`src/met_pkg.sv`:
```
// ----------------------------------------------------------------------------
// met_pkg
// Shared types, constants and the color palette of the escape-time core.
// ----------------------------------------------------------------------------
package met_pkg;

  // fixed-point format of the point and of z
  localparam int FRAC_BITS    = 28;
  localparam int PALETTE_SIZE = 16;

  // field widths
  localparam int C_W   = 32;
  localparam int CNT_W = 16;
  localparam int LIM_W = 6;
  localparam int COL_W = 8;

  // |z| below 2^MAG_W (8.0) is needed for |z|^2 to stay below the largest limit
  localparam int MAG_W = FRAC_BITS + 3;
  // signed multiplier operand and full product widths
  localparam int MUL_W = MAG_W + 1;
  localparam int P_W   = 2 * MUL_W;
  // width of z after one update: |rr - ii| and |2ri| stay below 2^(FRAC_BITS+7)
  localparam int Z_W   = ((FRAC_BITS + 7 > C_W - 1) ? FRAC_BITS + 7 : C_W - 1) + 2;

  // configuration port
  localparam int CFG_IDX_W  = 8;
  localparam int CFG_DATA_W = 16;

  localparam logic [CFG_IDX_W-1:0] REG_MAX_ITER   = CFG_IDX_W'(0);
  localparam logic [CFG_IDX_W-1:0] REG_ESC_LIMIT  = CFG_IDX_W'(1);

  localparam logic [CNT_W-1:0] MAX_ITER_RST  = CNT_W'(2048);
  localparam logic [LIM_W-1:0] ESC_LIMIT_RST = LIM_W'(4);

  typedef struct packed {
    logic [COL_W-1:0] red;
    logic [COL_W-1:0] green;
    logic [COL_W-1:0] blue;
  } rgb_t;

  // fixed 16-entry color table
  function automatic rgb_t palette_lookup(input logic [3:0] idx);
    rgb_t c;
    case (idx)
      4'd0:    c = '{8'd70,  8'd30,  8'd10};
      4'd1:    c = '{8'd25,  8'd5,   8'd25};
      4'd2:    c = '{8'd10,  8'd0,   8'd50};
      4'd3:    c = '{8'd5,   8'd5,   8'd75};
      4'd4:    c = '{8'd0,   8'd5,   8'd100};
      4'd5:    c = '{8'd15,  8'd45,  8'd140};
      4'd6:    c = '{8'd25,  8'd85,  8'd180};
      4'd7:    c = '{8'd60,  8'd125, 8'd210};
      4'd8:    c = '{8'd135, 8'd185, 8'd230};
      4'd9:    c = '{8'd215, 8'd240, 8'd250};
      4'd10:   c = '{8'd245, 8'd235, 8'd195};
      4'd11:   c = '{8'd250, 8'd200, 8'd95};
      4'd12:   c = '{8'd255, 8'd170, 8'd0};
      4'd13:   c = '{8'd205, 8'd130, 8'd0};
      4'd14:   c = '{8'd155, 8'd90,  8'd0};
      default: c = '{8'd105, 8'd5,   8'd5};
    endcase
    return c;
  endfunction

endpackage

```
`src/met_if.sv`:
```
// ----------------------------------------------------------------------------
// met_if
// Valid/ready channels for point beats and result beats.
// ----------------------------------------------------------------------------
interface met_point_if
  import met_pkg::*;
();
  logic                  valid;
  logic                  ready;
  logic signed [C_W-1:0] c_real;
  logic signed [C_W-1:0] c_imag;

  modport source (output valid, c_real, c_imag, input ready);
  modport sink   (input valid, c_real, c_imag, output ready);
endinterface

interface met_result_if
  import met_pkg::*;
();
  logic             valid;
  logic             ready;
  logic [CNT_W-1:0] escape_count;
  logic             in_set;
  logic [COL_W-1:0] red;
  logic [COL_W-1:0] green;
  logic [COL_W-1:0] blue;

  modport source (output valid, escape_count, in_set, red, green, blue, input ready);
  modport sink   (input valid, escape_count, in_set, red, green, blue, output ready);
endinterface

```
`src/mandelbrot_escape_time_core.sv`:
```
// ----------------------------------------------------------------------------
// mandelbrot_escape_time_core
// Escape-time count and palette color for one complex point per beat.
// ----------------------------------------------------------------------------
// One point is worked at a time by a four-step sequencer around a single
// signed 32x32 multiplier: re*re, im*im, re*im, then the update of z. The
// result is loaded into the output register when a point escapes on the
// squared-magnitude test, is screened out, or reaches max_iterations and so
// lies in the set. A result beat still waiting at the output holds the load
// off. The next point beat is taken in the cycle after the load at the
// earliest. The escape test uses the exact sum of the squares; points with
// |re| or |im| at or above 8.0 escape without a multiply unless the count
// has reached max_iterations. The input is ready whenever the sequencer is
// idle, also while a finished result waits in the output register.
// Configuration must be written only while the core is idle; the core
// itself does not enforce this.
module mandelbrot_escape_time_core
  import met_pkg::*;
(
  input  logic                  clk_i,
  input  logic                  rst_ni,
  input  logic                  cfg_we_i,
  input  logic [CFG_IDX_W-1:0]  cfg_idx_i,
  input  logic [CFG_DATA_W-1:0] cfg_data_i,
  met_point_if.sink             pt_i,
  met_result_if.source          res_o
);

  typedef enum logic [5:0] {
    ST_IDLE   = 6'b000001,
    ST_CHECK  = 6'b000010,
    ST_MUL_II = 6'b000100,
    ST_MUL_RI = 6'b001000,
    ST_UPDATE = 6'b010000,
    ST_FINISH = 6'b100000
  } state_e;

  state_e state_q, state_d;

  logic [CNT_W-1:0] max_iter_q;
  logic [LIM_W-1:0] esc_limit_q;

  logic signed [Z_W-1:0] zr_q, zr_d, zi_q, zi_d;
  logic signed [Z_W-1:0] cr_q, ci_q;
  logic signed [P_W-1:0] p_rr_q, p_ii_q, p_ri_q;
  logic [CNT_W-1:0]      n_q, n_d;
  logic [CNT_W-1:0]      res_count_q, res_count_d;
  logic                  res_in_set_q, res_in_set_d;

  logic             out_valid_q, out_valid_d;
  logic [CNT_W-1:0] out_count_q;
  logic             out_in_set_q;
  rgb_t             out_rgb_q;

  logic pt_beat;
  logic out_free;
  logic out_load;

  assign pt_beat  = pt_i.valid && pt_i.ready;
  assign out_free = !out_valid_q || res_o.ready;
  assign out_load = (state_q == ST_FINISH) && out_free;

  // configuration registers
  always_ff @(posedge clk_i or negedge rst_ni) begin
    if (!rst_ni) begin
      max_iter_q  <= MAX_ITER_RST;
      esc_limit_q <= ESC_LIMIT_RST;
    end else if (cfg_we_i) begin
      if (cfg_idx_i == REG_MAX_ITER) begin
        max_iter_q <= cfg_data_i[CNT_W-1:0];
      end else if (cfg_idx_i == REG_ESC_LIMIT) begin
        esc_limit_q <= cfg_data_i[LIM_W-1:0];
      end
    end
  end

  // magnitude screen: |v| >= 8.0 escapes unless the count has reached the limit
  logic [Z_W-1:0] mag_re, mag_im;
  logic           big;

  always_comb begin
    mag_re = zr_q[Z_W-1] ? Z_W'(-zr_q) : Z_W'(zr_q);
    mag_im = zi_q[Z_W-1] ? Z_W'(-zi_q) : Z_W'(zi_q);
    big    = (|mag_re[Z_W-1:MAG_W]) || (|mag_im[Z_W-1:MAG_W]);
  end

  // shared multiplier, operands picked by step
  logic signed [MUL_W-1:0] mul_a, mul_b;
  logic signed [P_W-1:0]   mul_p;

  always_comb begin
    mul_a = (state_q == ST_MUL_II) ? zi_q[MUL_W-1:0] : zr_q[MUL_W-1:0];
    mul_b = (state_q == ST_CHECK)  ? zr_q[MUL_W-1:0] : zi_q[MUL_W-1:0];
    mul_p = mul_a * mul_b;
  end

  // exact escape test on the registered squares
  logic [P_W:0] sq_sum;
  logic [P_W:0] esc_thr;
  logic         esc_hit;

  always_comb begin
    sq_sum  = {1'b0, p_rr_q} + {1'b0, p_ii_q};
    esc_thr = (P_W + 1)'(esc_limit_q) << (2 * FRAC_BITS);
    esc_hit = sq_sum >= esc_thr;
  end

  // z update, products floored to FRAC_BITS fraction bits
  logic signed [P_W-1:0] rr_full, ii_full, ri_full;
  logic signed [Z_W-1:0] rr_z, ii_z, ri_z, ri2_z;

  always_comb begin
    rr_full = p_rr_q >>> FRAC_BITS;
    ii_full = p_ii_q >>> FRAC_BITS;
    ri_full = p_ri_q >>> FRAC_BITS;
    rr_z    = rr_full[Z_W-1:0];
    ii_z    = ii_full[Z_W-1:0];
    ri_z    = ri_full[Z_W-1:0];
    ri2_z   = {ri_z[Z_W-2:0], 1'b0};
  end

  // sequencer
  always_comb begin
    state_d      = state_q;
    n_d          = n_q;
    zr_d         = zr_q;
    zi_d         = zi_q;
    res_count_d  = res_count_q;
    res_in_set_d = res_in_set_q;
    case (state_q)
      ST_IDLE: begin
        if (pt_beat) begin
          zr_d    = '0;
          zi_d    = '0;
          n_d     = CNT_W'(1);
          state_d = ST_CHECK;
        end
      end
      ST_CHECK: begin
        if (n_q >= max_iter_q) begin
          res_count_d  = max_iter_q;
          res_in_set_d = 1'b1;
          state_d      = ST_FINISH;
        end else if (big) begin
          res_count_d  = n_q;
          res_in_set_d = 1'b0;
          state_d      = ST_FINISH;
        end else begin
          state_d = ST_MUL_II;
        end
      end
      ST_MUL_II: begin
        state_d = ST_MUL_RI;
      end
      ST_MUL_RI: begin
        if (esc_hit) begin
          res_count_d  = n_q;
          res_in_set_d = 1'b0;
          state_d      = ST_FINISH;
        end else begin
          state_d = ST_UPDATE;
        end
      end
      ST_UPDATE: begin
        zr_d    = rr_z - ii_z + cr_q;
        zi_d    = ri2_z + ci_q;
        n_d     = n_q + CNT_W'(1);
        state_d = ST_CHECK;
      end
      ST_FINISH: begin
        if (out_free) begin
          state_d = ST_IDLE;
        end
      end
      default: begin
        state_d = ST_IDLE;
      end
    endcase
  end

  // output valid flag
  always_comb begin
    out_valid_d = out_valid_q;
    if (out_load) begin
      out_valid_d = 1'b1;
    end else if (res_o.ready) begin
      out_valid_d = 1'b0;
    end
  end

  // control registers
  always_ff @(posedge clk_i or negedge rst_ni) begin
    if (!rst_ni) begin
      state_q     <= ST_IDLE;
      n_q         <= '0;
      out_valid_q <= 1'b0;
    end else begin
      state_q     <= state_d;
      n_q         <= n_d;
      out_valid_q <= out_valid_d;
    end
  end

  // datapath registers
  always_ff @(posedge clk_i) begin
    zr_q         <= zr_d;
    zi_q         <= zi_d;
    res_count_q  <= res_count_d;
    res_in_set_q <= res_in_set_d;
    if (pt_beat) begin
      cr_q <= {{(Z_W - C_W){pt_i.c_real[C_W-1]}}, pt_i.c_real};
      ci_q <= {{(Z_W - C_W){pt_i.c_imag[C_W-1]}}, pt_i.c_imag};
    end
    case (state_q)
      ST_CHECK:  p_rr_q <= mul_p;
      ST_MUL_II: p_ii_q <= mul_p;
      ST_MUL_RI: p_ri_q <= mul_p;
      default: begin
      end
    endcase
  end

  // output register, color picked on load
  logic [3:0] pal_idx;

  assign pal_idx = 4'(res_count_q % CNT_W'(PALETTE_SIZE));

  always_ff @(posedge clk_i) begin
    if (out_load) begin
      out_count_q  <= res_count_q;
      out_in_set_q <= res_in_set_q;
      out_rgb_q    <= res_in_set_q ? '0 : palette_lookup(pal_idx);
    end
  end

  assign pt_i.ready         = (state_q == ST_IDLE);
  assign res_o.valid        = out_valid_q;
  assign res_o.escape_count = out_count_q;
  assign res_o.in_set       = out_in_set_q;
  assign res_o.red          = out_rgb_q.red;
  assign res_o.green        = out_rgb_q.green;
  assign res_o.blue         = out_rgb_q.blue;

  // a point starts its first trial at count one
  a_start: assert property (@(posedge clk_i) disable iff (!rst_ni)
    pt_beat |=> (state_q == ST_CHECK) && (n_q == CNT_W'(1)))
    else $error("point did not start at count one");

  // every update advances the trial count by one
  a_step: assert property (@(posedge clk_i) disable iff (!rst_ni)
    (state_q == ST_UPDATE) |=> (state_q == ST_CHECK) && (n_q == $past(n_q) + CNT_W'(1)))
    else $error("trial count did not advance");

  // the count never passes a limit of two or more
  a_bound: assert property (@(posedge clk_i) disable iff (!rst_ni)
    (state_q == ST_CHECK) |-> (n_q <= max_iter_q) || (max_iter_q < CNT_W'(2)))
    else $error("trial count beyond limit");

  // points in the set are black
  a_black: assert property (@(posedge clk_i) disable iff (!rst_ni)
    (out_valid_q && out_in_set_q) |-> (out_rgb_q == '0))
    else $error("in-set point not black");

  // an escaped point reports a count below the limit
  a_esc: assert property (@(posedge clk_i) disable iff (!rst_ni)
    (out_valid_q && !out_in_set_q) |-> (out_count_q < max_iter_q))
    else $error("escape count not below limit");

endmodule
```
`src/flat_wrapper.sv`:
```
// flat-port wrapper written by rule: the top's interface ports become plain ports
module mandelbrot_escape_time_core_flat import met_pkg::*;
  (clk_i, rst_ni, cfg_we_i, cfg_idx_i, cfg_data_i, pt_i_valid, pt_i_c_real, pt_i_c_imag, pt_i_ready, res_o_valid, res_o_escape_count, res_o_in_set, res_o_red, res_o_green, res_o_blue, res_o_ready);
  met_point_if pt_i_i ();
  met_result_if res_o_i ();
  input  logic clk_i;
  input  logic rst_ni;
  input  logic cfg_we_i;
  input  logic [CFG_IDX_W-1:0] cfg_idx_i;
  input  logic [CFG_DATA_W-1:0] cfg_data_i;
  input wire logic [$bits(pt_i_i.valid)-1:0] pt_i_valid;
  input wire logic [$bits(pt_i_i.c_real)-1:0] pt_i_c_real;
  input wire logic [$bits(pt_i_i.c_imag)-1:0] pt_i_c_imag;
  output wire logic [$bits(pt_i_i.ready)-1:0] pt_i_ready;
  output wire logic [$bits(res_o_i.valid)-1:0] res_o_valid;
  output wire logic [$bits(res_o_i.escape_count)-1:0] res_o_escape_count;
  output wire logic [$bits(res_o_i.in_set)-1:0] res_o_in_set;
  output wire logic [$bits(res_o_i.red)-1:0] res_o_red;
  output wire logic [$bits(res_o_i.green)-1:0] res_o_green;
  output wire logic [$bits(res_o_i.blue)-1:0] res_o_blue;
  input wire logic [$bits(res_o_i.ready)-1:0] res_o_ready;
  assign pt_i_i.valid = pt_i_valid;
  assign pt_i_i.c_real = pt_i_c_real;
  assign pt_i_i.c_imag = pt_i_c_imag;
  assign pt_i_ready = pt_i_i.ready;
  assign res_o_valid = res_o_i.valid;
  assign res_o_escape_count = res_o_i.escape_count;
  assign res_o_in_set = res_o_i.in_set;
  assign res_o_red = res_o_i.red;
  assign res_o_green = res_o_i.green;
  assign res_o_blue = res_o_i.blue;
  assign res_o_i.ready = res_o_ready;
  mandelbrot_escape_time_core u_core (.clk_i(clk_i), .rst_ni(rst_ni), .cfg_we_i(cfg_we_i), .cfg_idx_i(cfg_idx_i), .cfg_data_i(cfg_data_i), .pt_i(pt_i_i), .res_o(res_o_i));
endmodule
```
`config.mk`:
```
export PLATFORM = sky130hd
export DESIGN_NAME = mandelbrot_escape_time_core_flat
export DESIGN_NICKNAME = d
export VERILOG_FILES = /design/src/met_pkg.sv /design/src/met_if.sv /design/src/mandelbrot_escape_time_core.sv /design/src/flat_wrapper.sv
export SDC_FILE = /design/constraint.sdc
export NUM_CORES = 2
export LEC_CHECK = 0
export BUFFER_PORTS_ARGS = -buffer_cell sky130_fd_sc_hd__buf_2
export CAP_MARGIN = 20
export CORE_ASPECT_RATIO = 1.25
export CORE_MARGIN = 8
export CORE_UTILIZATION = 60
export DETAILED_ROUTE_END_ITERATION = 7
export PLACE_DENSITY = 0.8
export SETUP_SLACK_MARGIN = 0.4
export SYNTH_ARGS = -nofsm -noshare
export SYNTH_HDL_FRONTEND = slang
export SYNTH_SLANG_ARGS = --single-unit
```
`constraint.sdc`:
```
create_clock -name clk_i -period 9.7 [get_ports clk_i]
set_input_delay 1.455 -clock clk_i [delete_from_list [all_inputs] [get_ports clk_i]]
set_output_delay 1.455 -clock clk_i [all_outputs]
set_load 0.02 [all_outputs]
```
# Word level (Yosys, flattened, before mapping)
# Memory sizes are Yosys's and may differ from the RTL's. A register that Yosys moved wholly into a read port is not among the register bits.
# Cells that the tools add are included.
dict set report word_totals {
  reg_bits 409
  rom_bits 384
  elab_cells 80
  memories 1
}
dict set report classes {
  n_addsub 7
  mul 1
  magnitude_cmp 2
  n_eq_ne 11
  mux 25
  n_bitwise 1
  n_reduce_logical 16
}
# name words width rd rd_clocked_by_memory_dff wr line_no
set mem_list {}
lappend mem_list {{(name not given)} 16 24 1 1 0 met_pkg.sv:44} ;# case (idx)
# op count
set ops {}
lappend ops {{case mux 37 bit (2 select lines)} 2}
lappend ops {{2-to-1 mux 37 bit} 3}
lappend ops {{adder 37 x 32 -> 37 bit} 2}
lappend ops {{negation 37 bit} 2}
lappend ops {{adder 64 x 64 -> 65 bit} 1}
lappend ops {{>= comparator 65 x 62 -> 1 bit} 1}
lappend ops {{multiplier 32 x 32 -> 64 bit} 1}
lappend ops {{2-to-1 mux 16 bit} 4}
lappend ops {{2-to-1 mux 32 bit} 2}
lappend ops {{case mux 16 bit (2 select lines)} 2}
lappend ops {{subtractor 36 x 36 -> 37 bit} 1}
lappend ops {{case mux 6 bit (6 select lines)} 1}
lappend ops {{2-to-1 mux 6 bit} 5}
lappend ops {{adder 16 x 1 -> 16 bit (second input constant)} 1}
lappend ops {{>= comparator 16 bit} 1}
lappend ops {{OR reduction 6 bit} 2}
lappend ops {{== test 8 x 1 -> 1 bit (second input constant)} 1}
lappend ops {{zero test 8 bit} 1}
lappend ops {{== test 6 x 1 -> 1 bit (second input constant)} 1}
lappend ops {{== test 6 x 2 -> 1 bit (second input constant)} 1}
lappend ops {{== test 6 x 3 -> 1 bit (second input constant)} 1}
lappend ops {{== test 6 x 4 -> 1 bit (second input constant)} 1}
lappend ops {{== test 6 x 5 -> 1 bit (second input constant)} 1}
lappend ops {{== test 6 bit (second input constant)} 1}
lappend ops {{12 further kinds} 24}

# Longest topological paths before layout
dict set report depth {
  depth_word 7
  mapped_depth 37
}

# Least setup slack after synthesis
# OpenSTA, ideal clock, no wires.
dict set report synth_timing {
  kind {reg-to-reg}
  startpoint {reg u_core.state_q[5]}
  endpoint {reg u_core.p_ii_q[62] (data pin)}
  setup_ns 0.266
  arrival_time_ns 10.461
  required_time_ns 9.434
  slack_ns -1.027
  path_stages_with_launch 35
  n_path_buf 2
  path_cell_list {dfrtp_1 > nor4_1 > nand3b_1 > clkinv_1 > clkbuf_1 > nand2_1 > nand2_1 > clkbuf_1 > nand2_1 > fa_1 > inv_1 > fa_1 > fa_1 > inv_1 > fa_1 > inv_1 > fa_1 > inv_1 > fa_1 > inv_1 > fa_1 > fa_1 > ha_1 > a21o_1 > a221o_1 > a21oi_1 > nand3_1 > a22oi_2 > o211ai_1 > a221oi_2 > nand3b_1 > nand2_1 > a221o_1 > a221o_1 > xor2_1}
}
dict set report synth_between {
  elab_chain_cells 3
  word_cells_on_any_way 5
}
# item line_no
set synth_lines {}
lappend synth_lines {{start, declared} mandelbrot_escape_time_core.sv:38} ;# state_e state_q, state_d;
lappend synth_lines {{start signal, assigned} mandelbrot_escape_time_core.sv:198} ;# state_q <= state_d;
lappend synth_lines {{== test 6 x 3 -> 1 bit / == test 6 x 2 -> 1 bit (equally long branches)} {mandelbrot_escape_time_core.sv:92, mandelbrot_escape_time_core.sv:93}}
lappend synth_lines {{2-to-1 mux 32 bit (on tied branches)} {mandelbrot_escape_time_core.sv:92, mandelbrot_escape_time_core.sv:93}}
lappend synth_lines {{multiplier 32 x 32 -> 64 bit (*)} mandelbrot_escape_time_core.sv:94} ;# mul_p = mul_a * mul_b;
lappend synth_lines {{named net u_core.mul_p[62]} mandelbrot_escape_time_core.sv:89} ;# logic signed [P_W-1:0] mul_p;
lappend synth_lines {{end signal, assigned} mandelbrot_escape_time_core.sv:216} ;# ST_MUL_II: p_ii_q <= mul_p;
lappend synth_lines {{end, declared} mandelbrot_escape_time_core.sv:45} ;# logic signed [P_W-1:0] p_rr_q, p_ii_q, p_ri_q;
# Mark *: on every way through the listed nets, which the timed path passes. The rest lies on a longest branch.
# A chain may end at the register's enable or synchronous reset.

# Worst setup path in the final report
dict set report layout_timing {
  startpoint {reg u_core.state_q[0]}
  endpoint {reg u_core.p_ii_q[62] (data pin)}
}
# Same word-level chain as after synthesis.

==> impl_metrics.ini <==
[status]
status = finished clean

[finish]
synthToLayoutAreaGrowth_pct = 13.3
finalNetCount = 8502
final_common_cell = inv_1
drive_gt1_frac = 0.126
final_cell_mix = inv_1, fa_1, nand2_1, nor2_1, ha_1
stdcell_area_um2 = 69200
fin_cells = 8267

[timing]
worst_slack_ns = 0.334
slew_viol_final = 0
max_freq_ghz = 0.107
fin_crit_sh = 0.966
min_period_ns = 9.37
setup_viol = 0
rsz0062_at_grt = yes
hold_violations = 0
relSlewSlack = 0.243
worstMarginPinSlew_ns = 1.13
skew_ns = 0.0486

[logic_synthesis]
synth_edf_count = 360
synth_area_um2 = 61000
async_flop_share = 0.111
yosys_register_bits = 405
syn-num-nets = 8101
ys_types = 101
yosys_warnings = 0
synth_area_per_cell_um2 = 9.39
yosysSeqAreaShare = 0.196
netlist_instances = 6502
ys.flop_type = edfxtp_1

[route]
viasPerCell = 6.09
vias = 50375
wl_per_cell_um = 26.4
first_iter_violations = 4515
remaining_drc_errors = 0
first_pass_iters = 8
routed_wl_mm = 218
final_antenna_net_count = 0

[clocking]
htree_levels = 2
cts.clk_slew.worst_paths_ns = 0.07
cts_made_buffers = 41
cts.sink_count = 405
cts_root_buffer = clkbuf_16
cts_tree = yes
cts_hold_buf = 0
cts.path.max_buffers = 3
clk_latency_ns = 0.62

[floorplan]
fp.dieArea_um2 = 112000
io_pins = 136
core_um2 = 101000
die_w_um = 301
start_util = 0.602
rows = 131
die_h_um = 373

[grt]
grt_pass1_wl_mm = 321
track_usage = 0.387
grt_overflow_total = 0
grt_pass1_vias = 52993
antenna_found_initial = 5
grt_max_degree = 75

[worst_setup_path]
endpoint_kind = flip-flop
crit_fanout = 12
required_ns = 10.06
cpMostUsedCell = fa_1
cp_data_arrival_time_ns = 9.72
crit_type = reg2reg
crit_path_top_delay_cell = dfstp_2
cpPeakStageDelay_ns = 0.57
crit_path_start_kind = flip-flop

[placed_design]
post-place-cells = 8146
place.gp.congestion = 1.07
placed_cell_area_um2 = 66300
hpwl_mm = 179
pre_cts_slack_ns = -0.152
io_buffers = 135

[flow_run]
maxCapViolations = 0

[min_path]
hp-class = reg2reg
## stage by stage
step / hold slack, ns / TNS [ns] / utilization
2_1_floorplan: 0.400 / 0 / -
3_3_place_gp: 0.402 / 0 / 0.654
3_5_place_dp: 0.405 / -0.996 / 0.654
4_1_cts: 0.419 / 0 / 0.671
5_1_grt: 0.423 / 0 / 0.682
6_report: 0.419 / 0 / 0.682
## synth_stat cells (all sizes together), types with 32 or more instances
library cell | number | area [µm²]
fa | 1120 | 22400
a21o | 91 | 683
nand4 | 55 | 344
nor2b | 44 | 278
o21a | 46 | 345
nor4 | 53 | 338
edfxtp | 360 | 10800
o21ai | 179 | 900
nand2 | 901 | 3380
ha | 386 | 4830
inv | 1255 | 4710
mux2i | 74 | 741
xnor2 | 86 | 753
xor2 | 65 | 569
nor2 | 753 | 2830
a21oi | 204 | 1070
dfrtp | 42 | 1050
nand3 | 77 | 385
nand2b | 32 | 200
nor3 | 58 | 290
clkbuf | 203 | 762
## critical path, delay by kind of cell (launching register included)
kind / cells / cell delay, ns
buffers and inverters: 8 / 1.09
XOR/XNOR: 1 / 0.18
AO/OA/AOI/OAI: 7 / 1.92
adder cells (fa/ha/maj): 9 / 4.27
AND/OR/NAND/NOR: 6 / 0.78
flip-flops: 1 / 0.57
multiplexers: 1 / 0.29
## sequential cells by signal, summed over array words and instances, names as in the netlist, 6 cells and up
| signal | flops |
|---|---|
| u_core.ci_q | 32 |
| u_core.cr_q | 32 |
| u_core.esc_limit_q | 6 |
| u_core.max_iter_q | 16 |
| u_core.n_q | 16 |
| u_core.p_ii_q | 64 |
| u_core.p_ri_q | 36 |
| u_core.p_rr_q | 64 |
| u_core.res_count_q | 16 |
| u_core.res_o.blue | 8 |
| u_core.res_o.escape_count | 16 |
| u_core.res_o.green | 8 |
| u_core.res_o.red | 8 |
| u_core.state_q | 6 |
| u_core.zi_q | 37 |
| u_core.zr_q | 37 |
## per-layer routing
metal,global-route usage,part of all wire,vias to the layer above,wire [µm]
met5,0,0,-,0
met4,0.316,0.11,0,23400
met3,0.0721,0.091,1058,19800
met2,0.647,0.47,3085,104000
met1,0.430,0.33,24942,71400
li1,-,-,21290,-
## cell families after synthesis
family	after synthesis	share of synthesized area
AOI/OAI and AO/OA	768	0.0822
xor gates and xnor gates	151	0.0217
adders and majority gates	1506	0.446
buffers and inverters	1489	0.0926
DFF	405	0.196
muxes	84	0.0142
and+or+nand+nor	2099	0.147
## final cells by class
type | count | area [µm²]
Timing Repair Buffer | 589 | 5130
Multi-Input combinational cell | 4608 | 44300
Antenna cell | 2 | 5.00
Sequential cell | 405 | 11900
Tap cell | 1330 | 1660
Inverter | 1258 | 4740
Fill cell | 7824 | 32300
Clock inverter | 28 | 373
Clock buffer | 47 | 1070
## what timing repair did
item | CTS | global route
pin swaps | 15 | 44
setup endpoints to repair | 48 | 72
cloned | 1 | 4
resized for setup | 60 | 171
setup buffers | 7 | 29
## final timing paths
check | slack, ns | cells past startpoint | to | start
hold reg to reg | 0.42 | 0 | u_core.res_o.escape_count[11] | u_core.res_count_q[11]
min in group asynchronous | 0.72 | 1 | u_core.esc_limit_q[4] | rst_ni
setup / recovery | 0.33 | 32 | u_core.p_ii_q[62] | u_core.state_q[0]
max in group asynchronous | 8.44 | 2 | u_core.max_iter_q[11] | rst_ni
setup reg to reg | 0.33 | 32 | u_core.p_ii_q[62] | u_core.state_q[0]
hold / removal | 0.42 | 0 | u_core.res_o.escape_count[11] | u_core.res_count_q[11]
Power is left out: the tool's default activity adds up to more than one toggle a clock period on the data nets, which glitch-free logic cannot reach.
